`config.mk`:
```
export PLATFORM = sky130hd
export DESIGN_NAME = ppp_frame_receiver_fcs16_top
export DESIGN_NICKNAME = d
export VERILOG_FILES = /design/src/rtl/pfr_pkg.sv /design/src/rtl/ppp_frame_receiver_fcs16_top.sv /design/src/rtl/pfr_in_stage.sv /design/src/rtl/pfr_frame_core.sv /design/src/rtl/pfr_out_stage.sv
export SDC_FILE = /design/constraint.sdc
export NUM_CORES = 1
export LEC_CHECK = 0
export ABC_CLOCK_PERIOD_IN_PS = 4700
export BUFFER_PORTS_ARGS = -buffer_cell sky130_fd_sc_hd__buf_2
export CAP_MARGIN = 15
export CORE_ASPECT_RATIO = 0.6
export CORE_MARGIN = 3
export CORE_UTILIZATION = 60
export CTS_BUF_LIST = sky130_fd_sc_hd__clkbuf_2 sky130_fd_sc_hd__clkbuf_4 sky130_fd_sc_hd__clkbuf_8
export DETAILED_ROUTE_END_ITERATION = 10
export GPL_TIMING_DRIVEN = 0
export PLACE_DENSITY = 0.82
export SLEW_MARGIN = 10
export SYNTH_ARGS = -nofsm -noshare
export SYNTH_HDL_FRONTEND = slang
export SYNTH_HIERARCHICAL = 1
export SYNTH_SLANG_ARGS = --single-unit
```
`constraint.sdc`:
```
create_clock -name i_clk -period 4.7 [get_ports i_clk]
set_input_delay 0.705 -clock i_clk [delete_from_list [all_inputs] [get_ports i_clk]]
set_output_delay 0.705 -clock i_clk [all_outputs]
set_load 0.05 [all_outputs]
```
`src/rtl/pfr_pkg.sv`:
```
// Package with the shared types, constants and CRC function of the PPP frame receiver.
`default_nettype none
package pfr_pkg;

    localparam int COUNT_BITS = 13;
    localparam int CFG_BITS   = 12;
    localparam int CMP_BITS   = (COUNT_BITS > CFG_BITS) ? COUNT_BITS : CFG_BITS;

    localparam logic [7:0]  FLAG_BYTE     = 8'h7E;
    localparam logic [7:0]  ADDR_BYTE     = 8'hFF;
    localparam logic [7:0]  CTRL_BYTE     = 8'h03;
    localparam int          MIN_FRAME_LEN = 8;
    localparam logic [15:0] CRC_POLY_REFL = 16'h8408;
    localparam logic [15:0] CRC_INIT      = 16'hFFFF;
    localparam logic [15:0] CRC_XOR_OUT   = 16'hFFFF;
    localparam logic [CFG_BITS-1:0] MAX_PAYLOAD_RESET = CFG_BITS'(1500);
    localparam logic [CFG_BITS-1:0] LENGTH_MAX        = {CFG_BITS{1'b1}};
    localparam logic [COUNT_BITS-1:0] COUNT_MAX       = {COUNT_BITS{1'b1}};

    localparam logic KIND_PAYLOAD = 1'b0;
    localparam logic KIND_STATUS  = 1'b1;

    typedef enum logic [2:0] {
        ST_OK        = 3'd0,
        ST_TOO_SHORT = 3'd1,
        ST_BAD_FLAG  = 3'd2,
        ST_BAD_HDR   = 3'd3,
        ST_TOO_LONG  = 3'd4,
        ST_BAD_FCS   = 3'd5
    } t_status;

    typedef struct packed {
        logic [7:0] rx_byte;
        logic       end_of_frame;
    } t_item;

    typedef struct packed {
        logic                kind;
        logic [7:0]          payload_byte;
        t_status             status;
        logic [15:0]         protocol;
        logic [15:0]         fcs;
        logic [CFG_BITS-1:0] length;
    } t_result;

    function automatic logic [15:0] crc_fold(input logic [15:0] crc, input logic [7:0] b);
        logic [15:0] c;
        c = crc ^ {8'h00, b};
        for (int k = 0; k < 8; k++) begin
            if (c[0]) begin
                c = (c >> 1) ^ CRC_POLY_REFL;
            end else begin
                c = c >> 1;
            end
        end
        return c;
    endfunction

endpackage
`default_nettype wire

```
`src/rtl/ppp_frame_receiver_fcs16_top.sv`:
```
// Top level of the PPP frame receiver with FCS-16 check.
//
//   Channel  Direction  Handshake                  Content
//   in       sink       i_in_valid / o_in_ready    i_rx_byte, i_end_of_frame
//   out      source     o_out_valid / i_out_ready  result kind, payload byte, status, fields
//   cfg      sink       i_cfg_valid / o_cfg_ready  i_cfg_max_payload
//
// One byte is taken in every cycle while o_in_ready is high; its result passes through the input
// register and the frame logic into the result register, from which it can leave when taken.
// A byte causes at most one result, so the rate is set by the single frame-state update.
// When the result register is full and not taken, a byte in the input register holds and
// o_in_ready falls. The synchronous reset clears all frame state and sets max_payload to 1500.
`default_nettype none
module ppp_frame_receiver_fcs16_top (
    input  wire logic                         i_clk,
    input  wire logic                         i_rst_n,
    input  wire logic                         i_in_valid,
    output logic                              o_in_ready,
    input  wire logic [7:0]                   i_rx_byte,
    input  wire logic                         i_end_of_frame,
    output logic                              o_out_valid,
    input  wire logic                         i_out_ready,
    output logic                              o_result_kind,
    output logic [7:0]                        o_payload_byte,
    output logic [2:0]                        o_frame_status,
    output logic [15:0]                       o_protocol_field,
    output logic [15:0]                       o_received_fcs,
    output logic [pfr_pkg::CFG_BITS-1:0]      o_payload_length,
    input  wire logic                         i_cfg_valid,
    output logic                              o_cfg_ready,
    input  wire logic [pfr_pkg::CFG_BITS-1:0] i_cfg_max_payload
);

    logic [pfr_pkg::CFG_BITS-1:0] r_max_payload;
    pfr_pkg::t_item               in_item;
    pfr_pkg::t_item               stage_item;
    logic                         stage_valid;
    logic                         out_free;
    logic                         fire;
    logic                         res_valid;
    pfr_pkg::t_result             core_result;
    pfr_pkg::t_result             out_result;

    assign o_cfg_ready          = 1'b1;
    assign in_item.rx_byte      = i_rx_byte;
    assign in_item.end_of_frame = i_end_of_frame;
    assign fire                 = stage_valid && out_free;

    always_ff @(posedge i_clk) begin
        if (!i_rst_n) begin
            r_max_payload <= pfr_pkg::MAX_PAYLOAD_RESET;
        end else if (i_cfg_valid && o_cfg_ready) begin
            r_max_payload <= i_cfg_max_payload;
        end
    end

    pfr_in_stage u_in_stage (
        .i_clk   (i_clk),
        .i_rst_n (i_rst_n),
        .i_valid (i_in_valid),
        .o_ready (o_in_ready),
        .i_item  (in_item),
        .i_take  (fire),
        .o_valid (stage_valid),
        .o_item  (stage_item)
    );

    pfr_frame_core u_frame_core (
        .i_clk         (i_clk),
        .i_rst_n       (i_rst_n),
        .i_fire        (fire),
        .i_item        (stage_item),
        .i_max_payload (r_max_payload),
        .o_res_valid   (res_valid),
        .o_result      (core_result)
    );

    pfr_out_stage u_out_stage (
        .i_clk    (i_clk),
        .i_rst_n  (i_rst_n),
        .i_load   (res_valid),
        .i_result (core_result),
        .i_ready  (i_out_ready),
        .o_free   (out_free),
        .o_valid  (o_out_valid),
        .o_result (out_result)
    );

    assign o_result_kind    = out_result.kind;
    assign o_payload_byte   = out_result.payload_byte;
    assign o_frame_status   = out_result.status;
    assign o_protocol_field = out_result.protocol;
    assign o_received_fcs   = out_result.fcs;
    assign o_payload_length = out_result.length;

    a_in_stall_cause: assert property (@(posedge i_clk) disable iff (!i_rst_n)
        !o_in_ready |-> (o_out_valid && !i_out_ready))
        else $error("Input stalled without a blocked result.");

    a_status_range: assert property (@(posedge i_clk) disable iff (!i_rst_n)
        o_out_valid |-> (o_frame_status <= 3'(pfr_pkg::ST_BAD_FCS)))
        else $error("Frame status code out of range.");

    a_payload_fields: assert property (@(posedge i_clk) disable iff (!i_rst_n)
        (o_out_valid && o_result_kind == pfr_pkg::KIND_PAYLOAD) |->
        (o_frame_status == 3'(pfr_pkg::ST_OK) && o_protocol_field == 16'h0000 &&
         o_received_fcs == 16'h0000 && o_payload_length == '0))
        else $error("Payload result carries status fields.");

    a_status_byte_zero: assert property (@(posedge i_clk) disable iff (!i_rst_n)
        (o_out_valid && o_result_kind == pfr_pkg::KIND_STATUS) |-> (o_payload_byte == 8'h00))
        else $error("Status result carries a payload byte.");

endmodule
`default_nettype wire

```
`src/rtl/pfr_in_stage.sv`:
```
// Input register that holds one received byte until the frame logic takes it.
`default_nettype none
module pfr_in_stage (
    input  wire logic          i_clk,
    input  wire logic          i_rst_n,
    input  wire logic          i_valid,
    output logic               o_ready,
    input  wire pfr_pkg::t_item i_item,
    input  wire logic          i_take,
    output logic               o_valid,
    output pfr_pkg::t_item     o_item
);

    logic           r_valid;
    pfr_pkg::t_item r_item;

    assign o_ready = !r_valid || i_take;
    assign o_valid = r_valid;
    assign o_item  = r_item;

    always_ff @(posedge i_clk) begin
        if (!i_rst_n) begin
            r_valid <= 1'b0;
        end else if (o_ready) begin
            r_valid <= i_valid;
        end
    end

    always_ff @(posedge i_clk) begin
        if (i_valid && o_ready) begin
            r_item <= i_item;
        end
    end

endmodule
`default_nettype wire

```
`src/rtl/pfr_frame_core.sv`:
```
// Frame state, header checks, FCS-16 accumulation and status decision for each byte.
`default_nettype none
module pfr_frame_core (
    input  wire logic                          i_clk,
    input  wire logic                          i_rst_n,
    input  wire logic                          i_fire,
    input  wire pfr_pkg::t_item                i_item,
    input  wire logic [pfr_pkg::CFG_BITS-1:0]  i_max_payload,
    output logic                               o_res_valid,
    output pfr_pkg::t_result                   o_result
);

    logic [pfr_pkg::COUNT_BITS-1:0] r_index, n_index;
    logic [15:0]                    r_crc, n_crc;
    logic [7:0]                     r_tail0, n_tail0;
    logic [7:0]                     r_tail1, n_tail1;
    logic [15:0]                    r_proto, n_proto;
    logic                           r_flag_ok, n_flag_ok;
    logic                           r_hdr_ok, n_hdr_ok;
    logic [pfr_pkg::COUNT_BITS-1:0] r_pcount, n_pcount;

    always_comb begin
        logic [pfr_pkg::CMP_BITS-1:0] pc_ext;
        logic [pfr_pkg::CMP_BITS-1:0] mp_ext;
        logic [15:0]                  fcs_rx;
        pfr_pkg::t_status             status;
        pc_ext      = pfr_pkg::CMP_BITS'(r_pcount);
        mp_ext      = pfr_pkg::CMP_BITS'(i_max_payload);
        fcs_rx      = {r_tail1, r_tail0};
        status      = pfr_pkg::ST_OK;
        n_index     = r_index;
        n_crc       = r_crc;
        n_tail0     = r_tail0;
        n_tail1     = r_tail1;
        n_proto     = r_proto;
        n_flag_ok   = r_flag_ok;
        n_hdr_ok    = r_hdr_ok;
        n_pcount    = r_pcount;
        o_res_valid = 1'b0;
        o_result    = '0;
        if (i_fire) begin
            if (i_item.end_of_frame) begin
                if (r_index < pfr_pkg::COUNT_BITS'(pfr_pkg::MIN_FRAME_LEN - 1)) begin
                    status = pfr_pkg::ST_TOO_SHORT;
                end else if (!r_flag_ok || i_item.rx_byte != pfr_pkg::FLAG_BYTE) begin
                    status = pfr_pkg::ST_BAD_FLAG;
                end else if (!r_hdr_ok) begin
                    status = pfr_pkg::ST_BAD_HDR;
                end else if (pc_ext > mp_ext) begin
                    status = pfr_pkg::ST_TOO_LONG;
                end else if ((r_crc ^ pfr_pkg::CRC_XOR_OUT) != fcs_rx) begin
                    status = pfr_pkg::ST_BAD_FCS;
                end
                o_res_valid       = 1'b1;
                o_result.kind     = pfr_pkg::KIND_STATUS;
                o_result.status   = status;
                o_result.protocol = r_proto;
                o_result.fcs      = fcs_rx;
                if (pc_ext > pfr_pkg::CMP_BITS'(pfr_pkg::LENGTH_MAX)) begin
                    o_result.length = pfr_pkg::LENGTH_MAX;
                end else begin
                    o_result.length = pc_ext[pfr_pkg::CFG_BITS-1:0];
                end
                n_index   = '0;
                n_crc     = pfr_pkg::CRC_INIT;
                n_tail0   = '0;
                n_tail1   = '0;
                n_proto   = '0;
                n_flag_ok = 1'b0;
                n_hdr_ok  = 1'b0;
                n_pcount  = '0;
            end else begin
                if (r_index == pfr_pkg::COUNT_BITS'(0)) begin
                    n_flag_ok = (i_item.rx_byte == pfr_pkg::FLAG_BYTE);
                end else if (r_index == pfr_pkg::COUNT_BITS'(1)) begin
                    n_hdr_ok = (i_item.rx_byte == pfr_pkg::ADDR_BYTE);
                end else if (r_index == pfr_pkg::COUNT_BITS'(2)) begin
                    n_hdr_ok = r_hdr_ok && (i_item.rx_byte == pfr_pkg::CTRL_BYTE);
                end else if (r_index == pfr_pkg::COUNT_BITS'(3)) begin
                    n_proto = {i_item.rx_byte, 8'h00};
                end else if (r_index == pfr_pkg::COUNT_BITS'(4)) begin
                    n_proto = {r_proto[15:8], i_item.rx_byte};
                end
                if (r_index >= pfr_pkg::COUNT_BITS'(3)) begin
                    n_crc = pfr_pkg::crc_fold(r_crc, r_tail0);
                    if (r_index >= pfr_pkg::COUNT_BITS'(7)) begin
                        if (pc_ext < mp_ext) begin
                            o_res_valid           = 1'b1;
                            o_result.kind         = pfr_pkg::KIND_PAYLOAD;
                            o_result.payload_byte = r_tail0;
                        end
                        if (r_pcount != pfr_pkg::COUNT_MAX) begin
                            n_pcount = r_pcount + 1'b1;
                        end
                    end
                end
                n_tail0 = r_tail1;
                n_tail1 = i_item.rx_byte;
                if (r_index != pfr_pkg::COUNT_MAX) begin
                    n_index = r_index + 1'b1;
                end
            end
        end
    end

    always_ff @(posedge i_clk) begin
        if (!i_rst_n) begin
            r_index   <= '0;
            r_crc     <= pfr_pkg::CRC_INIT;
            r_tail0   <= '0;
            r_tail1   <= '0;
            r_proto   <= '0;
            r_flag_ok <= 1'b0;
            r_hdr_ok  <= 1'b0;
            r_pcount  <= '0;
        end else begin
            r_index   <= n_index;
            r_crc     <= n_crc;
            r_tail0   <= n_tail0;
            r_tail1   <= n_tail1;
            r_proto   <= n_proto;
            r_flag_ok <= n_flag_ok;
            r_hdr_ok  <= n_hdr_ok;
            r_pcount  <= n_pcount;
        end
    end

endmodule
`default_nettype wire

```
`src/rtl/pfr_out_stage.sv`:
```
// Result register that holds one result until the downstream side takes it.
`default_nettype none
module pfr_out_stage (
    input  wire logic             i_clk,
    input  wire logic             i_rst_n,
    input  wire logic             i_load,
    input  wire pfr_pkg::t_result i_result,
    input  wire logic             i_ready,
    output logic                  o_free,
    output logic                  o_valid,
    output pfr_pkg::t_result      o_result
);

    logic             r_valid;
    pfr_pkg::t_result r_result;

    assign o_free   = !r_valid || i_ready;
    assign o_valid  = r_valid;
    assign o_result = r_result;

    always_ff @(posedge i_clk) begin
        if (!i_rst_n) begin
            r_valid <= 1'b0;
        end else if (o_free) begin
            r_valid <= i_load;
        end
    end

    always_ff @(posedge i_clk) begin
        if (o_free && i_load) begin
            r_result <= i_result;
        end
    end

endmodule
`default_nettype wire
```
==> impl_metrics.py, run 1 <==
metrics = {
    "outcome": {
        "status": "complete, no violations",
    },
    "sta": {
        "slew_violations": 0,
        "finalSetupTns_ps": 0,
        "holdWs_ps": 411.6,
        "rsz0062_at_grt": "no",
        "worst_pin_slew_ps": 1042,
        "fmax_mhz": 303.2,
        "fin_crit_sh_pct": 70.18,
        "slew_headroom_pct": 29.98,
        "fin_crit_ps": 3299,
        "fin_skew_ps": 13.95,
        "setup_viol": 0,
        "report.final.hold_viol_count": 0,
    },
    "clock_network": {
        "post_cts_resized": 0,
        "cts_root_buf": "clkbuf_8",
        "cts_sinks": 155,
        "hold_buffers": 0,
        "clk_pin_slew_worst_paths_ps": 90,
        "cts_buffers": 17,
        "post_cts_buffers": 0,
        "clkLatencyLatePin_ps": 470,
        "htreeDepth": 4,
        "clockBufferDepth": 2,
        "cts_tree": "yes",
    },
    "min_path": {
        "hold_depth": 1,
        "hp-class": "primary input to register",
        "holdPathEnd": "u_in_stage/o_item[4]",
        "hp-start": "i_rx_byte[3]",
    },
    "place": {
        "port_buffers": 83,
        "place_area_um2": 7430,
        "hpwl_mm": 11.65,
        "place_congestion": 0.8673,
    },
    "die": {
        "start_util_pct": 63.05,
        "dieHeight_um": 88.71,
        "rows": 29,
        "ioPinCount": 85,
        "core_um2": 10850,
        "die_area_um2": 12760,
        "dieWidth_um": 143.8,
    },
    "setup_path": {
        "crit_chain": "buf_2 > nand2b_4 > and2_1 > buf_2 > buf_1 > clkbuf_1 > o21a_1 > and2_4",
        "cp_max_fo": 56,
        "crit_path_frequent_cell": "buf_2",
        "crit_arrival_ps": 3390,
        "cp_slowest_stage_delay_ps": 660,
        "reg2reg_setup_slack_ps": 1420,
        "worstPathRequired_ps": 4790,
        "end_kind": "register",
        "crit_type": "primary input to register",
        "worstReg2RegStart": "u_out_stage/o_valid",
        "r2r_cells": 7,
        "path_delay_family": "buffers and inverters",
        "r2r-end": "u_out_stage/o_result[15]",
        "crit_slowest_cell": "and2_4",
        "cp_num_buf_inv": 4,
        "critPathLaunchType": "primary input",
    },
    "synthesis": {
        "synth-edff-count": 65,
        "synth.top_cell.area_share_pct": 28.53,
        "synth_warnings": 6,
        "syn_nets": 676,
        "syn_area_um2": 6840,
        "yosysUniqueCellTypes": 60,
        "synth_top_area_cell": "edfxtp_1",
        "synthTopCellsByArea": "edfxtp_1 29%, dfxtp_1 26%, xnor2_1 3.8%",
        "synthFlopType": "dfxtp_1",
        "ys_seq_elements": 155,
        "synth_common_cells": "90 x dfxtp_1, 65 x edfxtp_1, 54 x nor2_1",
        "synthesis.instances": 633,
        "synth_seq_area_share_pct": 54.87,
        "avgSynthCellArea_um2": 10.81,
        "async_flop_share_pct": 0,
        "synth.most_common_cell": "dfxtp_1",
    },
    "finish": {
        "nets": 778,
        "fillerInstances": 734,
        "diodes": 0,
        "area_growth_pct": 15.09,
        "drive_gt1_share_pct": 18.85,
        "fin_util_pct": 72.56,
        "stdcell_area_um2": 7873,
    },
    "grt": {
        "grt_first_pass_wirelength_mm": 25.16,
        "antenna_found_initial": 0,
        "grt_start_max_net_pins": 57,
        "grtUsageTotal_pct": 25.97,
        "grt_pass1_vias": 4960,
        "grt_remaining_overflow": 0,
    },
    "route": {
        "viasPerCell": 5.919,
        "wl_per_cell_um": 18.15,
        "wl_mm": 16.10,
        "drtPass1Iterations": 5,
        "antenna_left": 0,
        "drc": 0,
        "drtIter0Drc": 539,
        "num_vias": 5250,
    },
    "power": {
        "max-vdd-ir-drop_mv": 0.1925,
        "clkPwrFrac_pct": 39.3,
        "internal_power_uw": 2048,
        "power_leakage_uw": 0.003155,
        "power_frac_comb_pct": 8.6,
        "seq_power_share_pct": 52.1,
        "p_switching_uw": 755.7,
        "cellPowerDensity_nw_per_um2": 356.1,
        "switching_share_pct": 26.95,
    },
    "job": {
        "maxCapViolations": 0,
    },
}
-- state kept, by name, summed over array words and instances, names as in the netlist --
signal	flops
r_max_payload	12
u_frame_core/r_hdr_ok	1
u_frame_core/r_proto	16
u_frame_core/r_index	13
u_frame_core/r_pcount	13
u_in_stage/o_item	9
u_in_stage/o_valid	1
u_frame_core/r_tail1	8
u_frame_core/r_crc	16
u_out_stage/o_result	56
u_frame_core/r_tail0	8
u_frame_core/r_flag_ok	1
u_out_stage/o_valid	1
-- cell families after synthesis --
kind of cell	share of synthesized area, %
buf+inv	3.365
other cells	0.05482
flops	54.87
compound gates	9.128
xor+xnor	5.506
fa+ha+maj	3.110
mux	3.366
simple gates	20.60
-- stage by stage --
step	setup slack (ps)	cells	power [µW]
2_1_floorplan	1965	633	1655
3_3_place_gp	1167	855	1719
3_5_place_dp	1082	855	1728
4_1_cts	1539	887	2818
5_1_grt	1364	887	2898
6_report	1401	887	2804
-- power groups by stage --
stage / clock, µW / sequential [µW] / combinational, µW
3_5_place_dp: 0 / 1490 / 237
2_1_floorplan: 0 / 1550 / 106
4_1_cts: 1120 / 1460 / 238
5_1_grt: 1180 / 1460 / 257
3_3_place_gp: 0 / 1490 / 229
6_report: 1100 / 1460 / 242
-- layer usage --
layer | GRT usage [%] | up-vias | part of all wire (%)
met5 | 0 | - | 0
met4 | 9.915 | 0 | 1.7
met3 | 7.073 | 30 | 9.0
met2 | 36.84 | 248 | 42
met1 | 38.01 | 2513 | 47
li1 | - | 2459 | -
-- worst max path at each step --
stage	slack (ps)	cells past startpoint	start	endpoint
final	1400	8	i_out_ready	u_out_stage/o_result[15]
after CTS	1540	7	u_out_stage/o_valid	u_out_stage/o_result[15]
after detailed placement	1080	8	i_out_ready	u_out_stage/o_result[49]
after global placement	1170	8	i_out_ready	u_out_stage/o_result[48]
after global routing	1360	7	u_out_stage/o_valid	u_out_stage/o_result[16]
after floorplan	1960	7	i_out_ready	u_out_stage/o_result[0]
-- cell type report --
cell class,instances,area [µm²],share of cell area (%)
sequential,155,3754,47.68
inverter,20,75.07,0.9536
timing repair buffer,83,415.4,5.277
clock inverter,15,209.0,2.654
clock buffer,17,234.0,2.972
buffer,34,155.1,1.971
tap,139,173.9,2.209
multi-input combinational,424,2856,36.28
-- cells in the final DEF (no fill, tap or decap), types with 3 or more instances in the layout --
cell / synthesis / layout
buf_1: 3 / 3
inv_1: 20 / 20
ha_1: 17 / 17
nor2b_1: 28 / 28
xor2_1: 13 / 13
edfxtp_1: 65 / 65
o22ai_1: 10 / 10
a211oi_1: 4 / 4
buf_2: 3 / 86
clkbuf_8: 0 / 17
a31oi_1: 5 / 5
nand4_1: 14 / 14
xnor2_1: 30 / 30
dfxtp_1: 90 / 90
inv_6: 0 / 5
or3_1: 6 / 6
nand2_1: 39 / 39
bufinv_16: 0 / 3
mux2i_1: 23 / 23
or4_4: 3 / 3
nor2_1: 54 / 54
nor4_1: 6 / 6
nand3_1: 19 / 19
o21ai_0: 14 / 14
and3_1: 40 / 40
and2_1: 11 / 11
a22o_1: 14 / 14
clkbuf_1: 23 / 23
o211ai_1: 5 / 5
a21oi_1: 18 / 18
nand4b_1: 3 / 3
clkinv_4: 0 / 3
nor3_1: 11 / 11
Power figures use the tool's default switching activity.
==> inputs of run 2 (changes only) <==
Settings changed: ABC_CLOCK_PERIOD_IN_PS 4700 to 3200.
Clock period 4.7 ns to 3.2 ns, I/O delays scaled along.
==> impl_metrics.py, run 2 (same netlist as run 1, synthesis figures left out) <==
metrics = {
    "finish": {
        "nets": 779,
        "stdcell_area_um2": 7881,
        "final_common_cell": "dfxtp_1",
        "area_growth_pct": 15.22,
        "final_cell_mix": "90 x dfxtp_1, 86 x buf_2, 65 x edfxtp_1",
        "fillerInstances": 734,
        "seq_area_um2": 3754,
        "diodes": 0,
        "largest_register_ffs": 56,
        "fin_util_pct": 72.64,
        "drive_gt1_share_pct": 18.96,
        "multi_input_area_um2": 2865,
    },
    "setup_path": {
        "cp_max_fo": 28,
        "critPathLaunchType": "register",
        "path_delay_family": "buffers and inverters",
        "cp_slowest_stage_delay_ps": 580,
        "endpoint": "u_out_stage/o_result[15]",
        "reg2reg_setup_slack_ps": 180,
        "worstPathRequired_ps": 3320,
        "cp.depth": 7,
        "end_kind": "register",
        "r2r-end": "u_out_stage/o_result[15]",
        "cp_num_buf_inv": 3,
        "crit_slowest_cell": "buf_1",
        "crit_arrival_ps": 3140,
        "crit_type": "register to register",
        "startpoint": "u_out_stage/o_valid",
        "r2r_cells": 7,
        "worstReg2RegStart": "u_out_stage/o_valid",
        "crit_chain": "nand2b_4 > and2_1 > buf_2 > buf_1 > clkbuf_1 > o21a_1 > and2_4",
    },
    "route": {
        "drtPass1Iterations": 6,
        "wl_per_cell_um": 18.31,
        "drtIter0Drc": 595,
        "drc": 0,
        "antenna_left": 0,
        "wl_mm": 16.26,
        "viasPerCell": 5.920,
        "num_vias": 5257,
    },
    "clock_network": {
        "htreeDepth": 4,
        "cts_sinks": 155,
        "cts_root_buf": "clkbuf_8",
        "cts_tree": "yes",
        "clockBufferDepth": 2,
        "clkLatencyLatePin_ps": 470,
        "post_cts_buffers": 0,
        "clk_pin_slew_worst_paths_ps": 90,
        "cts_buffers": 17,
    },
    "sta": {
        "slew_headroom_pct": 29.86,
        "fmax_mhz": 331.6,
        "fin_crit_ps": 3016,
        "fin_skew_ps": 15.61,
        "report.final.hold_viol_count": 0,
        "worst_pin_slew_ps": 1044,
        "fin_crit_sh_pct": 94.25,
        "setup_viol": 0,
        "slew_violations": 0,
        "rsz0062_at_grt": "no",
    },
    "grt": {
        "grt_start_max_net_pins": 57,
        "grt_pass1_vias": 4960,
        "antenna_found_initial": 0,
        "grtUsageTotal_pct": 25.97,
        "grt_remaining_overflow": 0,
        "grt_first_pass_wirelength_mm": 25.16,
    },
    "power": {
        "max-vdd-ir-drop_mv": 0.2838,
        "power_leakage_uw": 0.003159,
        "cellPowerDensity_nw_per_um2": 523.5,
    },
    "die": {
        "dieHeight_um": 88.71,
        "core_um2": 10850,
        "die_area_um2": 12760,
        "dieWidth_um": 143.8,
        "ioPinCount": 85,
        "start_util_pct": 63.05,
        "rows": 29,
    },
    "place": {
        "place_area_um2": 7430,
        "port_buffers": 83,
        "hpwl_mm": 11.65,
        "place_congestion": 0.8673,
    },
    "outcome": {
        "status": "complete, no violations",
    },
    "job": {
        "maxCapViolations": 0,
    },
    "min_path": {
        "hp-class": "primary input to register",
        "hold_depth": 1,
    },
}
==> run 2: worst reg2reg max path: cells and delay by family (launching register included) <==
family / cells / cell delay, ps
buffers and inverters: 3 / 1290
AND/OR/NAND/NOR: 3 / 750
AO/OA/AOI/OAI: 1 / 290
flip-flops: 1 / 340
==> run 2: power by group <==
part / total [µW] / switching, µW / internal, µW / leakage [µW]
clock network: 1620 / 820 / 803 / 0.000223
logic: 357 / 259 / 98.1 / 0.00161
registers: 2150 / 38.3 / 2110 / 0.00132
==> run 2: metal layers <==
metal | vias up | wire length (µm) | global-route usage, %
met5 | - | 0 | 0
met2 | 252 | 6847 | 36.84
met1 | 2516 | 7805 | 38.01
li1 | 2462 | - | -
met4 | 0 | 259 | 9.915
met3 | 27 | 1349 | 7.073
==> run 2: worst min-delay path by stage <==
stage	start	endpoint	slack, ps
2_1_floorplan	u_frame_core/r_proto[1]	u_frame_core/r_proto[1]	430
3_3_place_gp	u_frame_core/r_proto[7]	u_frame_core/r_proto[7]	460
3_5_place_dp	u_frame_core/r_proto[7]	u_frame_core/r_proto[7]	460
4_1_cts	i_rx_byte[3]	u_in_stage/o_item[4]	160
5_1_grt	i_rx_byte[3]	u_in_stage/o_item[4]	170
6_report	i_rx_byte[3]	u_in_stage/o_item[4]	190
==> run 2: final cells by class <==
cell class	count	area share [%]
repair buffers	83	5.271
multi-input cells	425	36.35
clock buffers	17	2.969
inverters	20	0.9525
clock inverters	15	2.651
flip-flops and latches	155	47.63
well taps	139	2.207
plain buffers	34	1.969
==> run 2: repair_timing <==
item / in CTS / in global routing
endpoints found under the setup margin: 0 / 56
hold buffers: 0 / 0
resized for setup: 0 / 1
==> run 2: metrics by stage <==
step	worst slack, ps	total power (µW)	instances	hold slack, ps	setup TNS [ps]
6_report	183.9	4126	888	187.7	0
5_1_grt	110.5	4258	888	167.9	0
4_1_cts	39.24	4139	887	162.3	0
3_5_place_dp	-193.3	2538	855	459.2	-10490
3_3_place_gp	-107.7	2525	855	456.1	-5623
2_1_floorplan	645.3	2431	633	425.3	0
==> inputs of run 3 (changes only) <==
Settings changed: RECOVER_POWER from default to 25.
==> impl_metrics.py, run 3 (same netlist as run 1, synthesis figures left out) <==
metrics = {
    "route": {
        "drc": 0,
        "drtPass1Iterations": 5,
        "antenna_left": 0,
        "drtIter0Drc": 622,
        "num_vias": 5269,
        "wl_mm": 16.27,
        "viasPerCell": 5.934,
        "wl_per_cell_um": 18.32,
    },
    "grt": {
        "grt_remaining_overflow": 0,
        "antenna_found_initial": 0,
        "grt_start_max_net_pins": 57,
        "grt_first_pass_wirelength_mm": 25.16,
        "grtUsageTotal_pct": 25.97,
        "grt_pass1_vias": 4960,
    },
    "finish": {
        "nets": 779,
        "diodes": 0,
        "area_growth_pct": 14.40,
        "seq_area_um2": 3754,
        "layoutNonFillerInstCount": 888,
        "largest_register_ffs": 56,
        "drive_gt1_share_pct": 13.75,
        "final_cell_mix": "90 x dfxtp_1, 65 x edfxtp_1, 60 x clkbuf_1",
        "multi_input_area_um2": 2855,
        "final_common_cell": "dfxtp_1",
        "fillerInstances": 759,
    },
    "setup_path": {
        "crit_type": "register to register",
        "critPathLaunchType": "register",
        "end_kind": "register",
        "path_delay_family": "buffers and inverters",
        "crit_arrival_ps": 3160,
        "worstPathRequired_ps": 3320,
        "cp_num_buf_inv": 3,
        "cp_slowest_stage_delay_ps": 590,
        "cp_max_fo": 28,
        "crit_slowest_cell": "buf_1",
        "crit_chain": "nand2b_4 > and2_1 > buf_2 > buf_1 > clkbuf_1 > o21a_1 > and2_4",
    },
    "die": {
        "die_area_um2": 12760,
        "ioPinCount": 85,
        "dieHeight_um": 88.71,
        "core_um2": 10850,
        "start_util_pct": 63.05,
        "dieWidth_um": 143.8,
        "rows": 29,
    },
    "clock_network": {
        "clk_pin_slew_worst_paths_ps": 90,
        "hold_buffers": 0,
        "clockBufferDepth": 2,
        "clkLatencyLatePin_ps": 470,
        "cts_sinks": 155,
        "cts_buffers": 17,
        "post_cts_buffers": 0,
        "cts_root_buf": "clkbuf_8",
        "cts_tree": "yes",
        "htreeDepth": 4,
    },
    "place": {
        "port_buffers": 83,
        "place_ws_ps": -193.3,
        "place_congestion": 0.8673,
        "hpwl_mm": 11.65,
        "dpl.cell_count": 855,
    },
    "power": {
        "power_leakage_uw": 0.003061,
        "max-vdd-ir-drop_mv": 0.2819,
        "cellPowerDensity_nw_per_um2": 525.8,
    },
    "sta": {
        "fin_crit_sh_pct": 94.96,
        "worst_pin_slew_ps": 1032,
        "rsz0062_at_grt": "no",
        "fin_skew_ps": 14.55,
        "fmax_mhz": 329.1,
        "holdWs_ps": 189.6,
        "fin_crit_ps": 3039,
        "slew_violations": 0,
        "worst_slack_ps": 161.2,
        "slew_headroom_pct": 30.67,
        "setup_viol": 0,
        "report.final.hold_viol_count": 0,
    },
    "min_path": {
        "hp-class": "primary input to register",
    },
    "outcome": {
        "status": "complete, no violations",
    },
    "job": {
        "maxCapViolations": 0,
    },
}
## run 3: what timing repair did
action,4_1_cts,5_1_grt
endpoints found under the hold margin,0,0
setup endpoints to repair,0,56
resized for setup,0,1
## run 3: layer usage
layer  track usage (%)  wire length (µm)  share of wire (%)
met2             36.84              6851                 42
met3             7.073              1426                8.8
met4             9.915               257                1.6
met1             38.01              7731                 48
met5                 0                 0                  0
## run 3: worst paths after layout
kind                        from                       end  slack, ps  cells after the start
max          u_out_stage/o_valid  u_out_stage/o_result[15]        160                      7
min                 i_rx_byte[3]      u_in_stage/o_item[4]        190                      1
max reg2reg  u_out_stage/o_valid  u_out_stage/o_result[15]        160                      7
min reg2reg     r_max_payload[4]          r_max_payload[4]        480                      2
## run 3: report_power, final
part	internal (µW)	switching (µW)
Clock	803	817
Sequential	2110	38.3
Combinational	91.0	258
## run 3: through the flow
stage	power, µW	util (%)	setup TNS (ps)	instance area (µm²)
final	4115	72.13	0	7825
after global routing	4251	72.13	0	7825
after CTS	4139	72.56	0	7873
after detailed placement	2538	68.48	-10490	7430
after global placement	2525	68.48	-5623	7430
after floorplan	2431	-	0	6840
## run 3: layout make-up
cell class                      count  area share (%)
Multi-Input combinational cell    425           36.49
Inverter                           20          0.9594
Clock buffer                       17           2.990
Buffer                             34           1.967
Tap cell                          139           2.223
Timing Repair Buffer               83           4.733
Clock inverter                     15           2.670
Sequential cell                   155           47.97
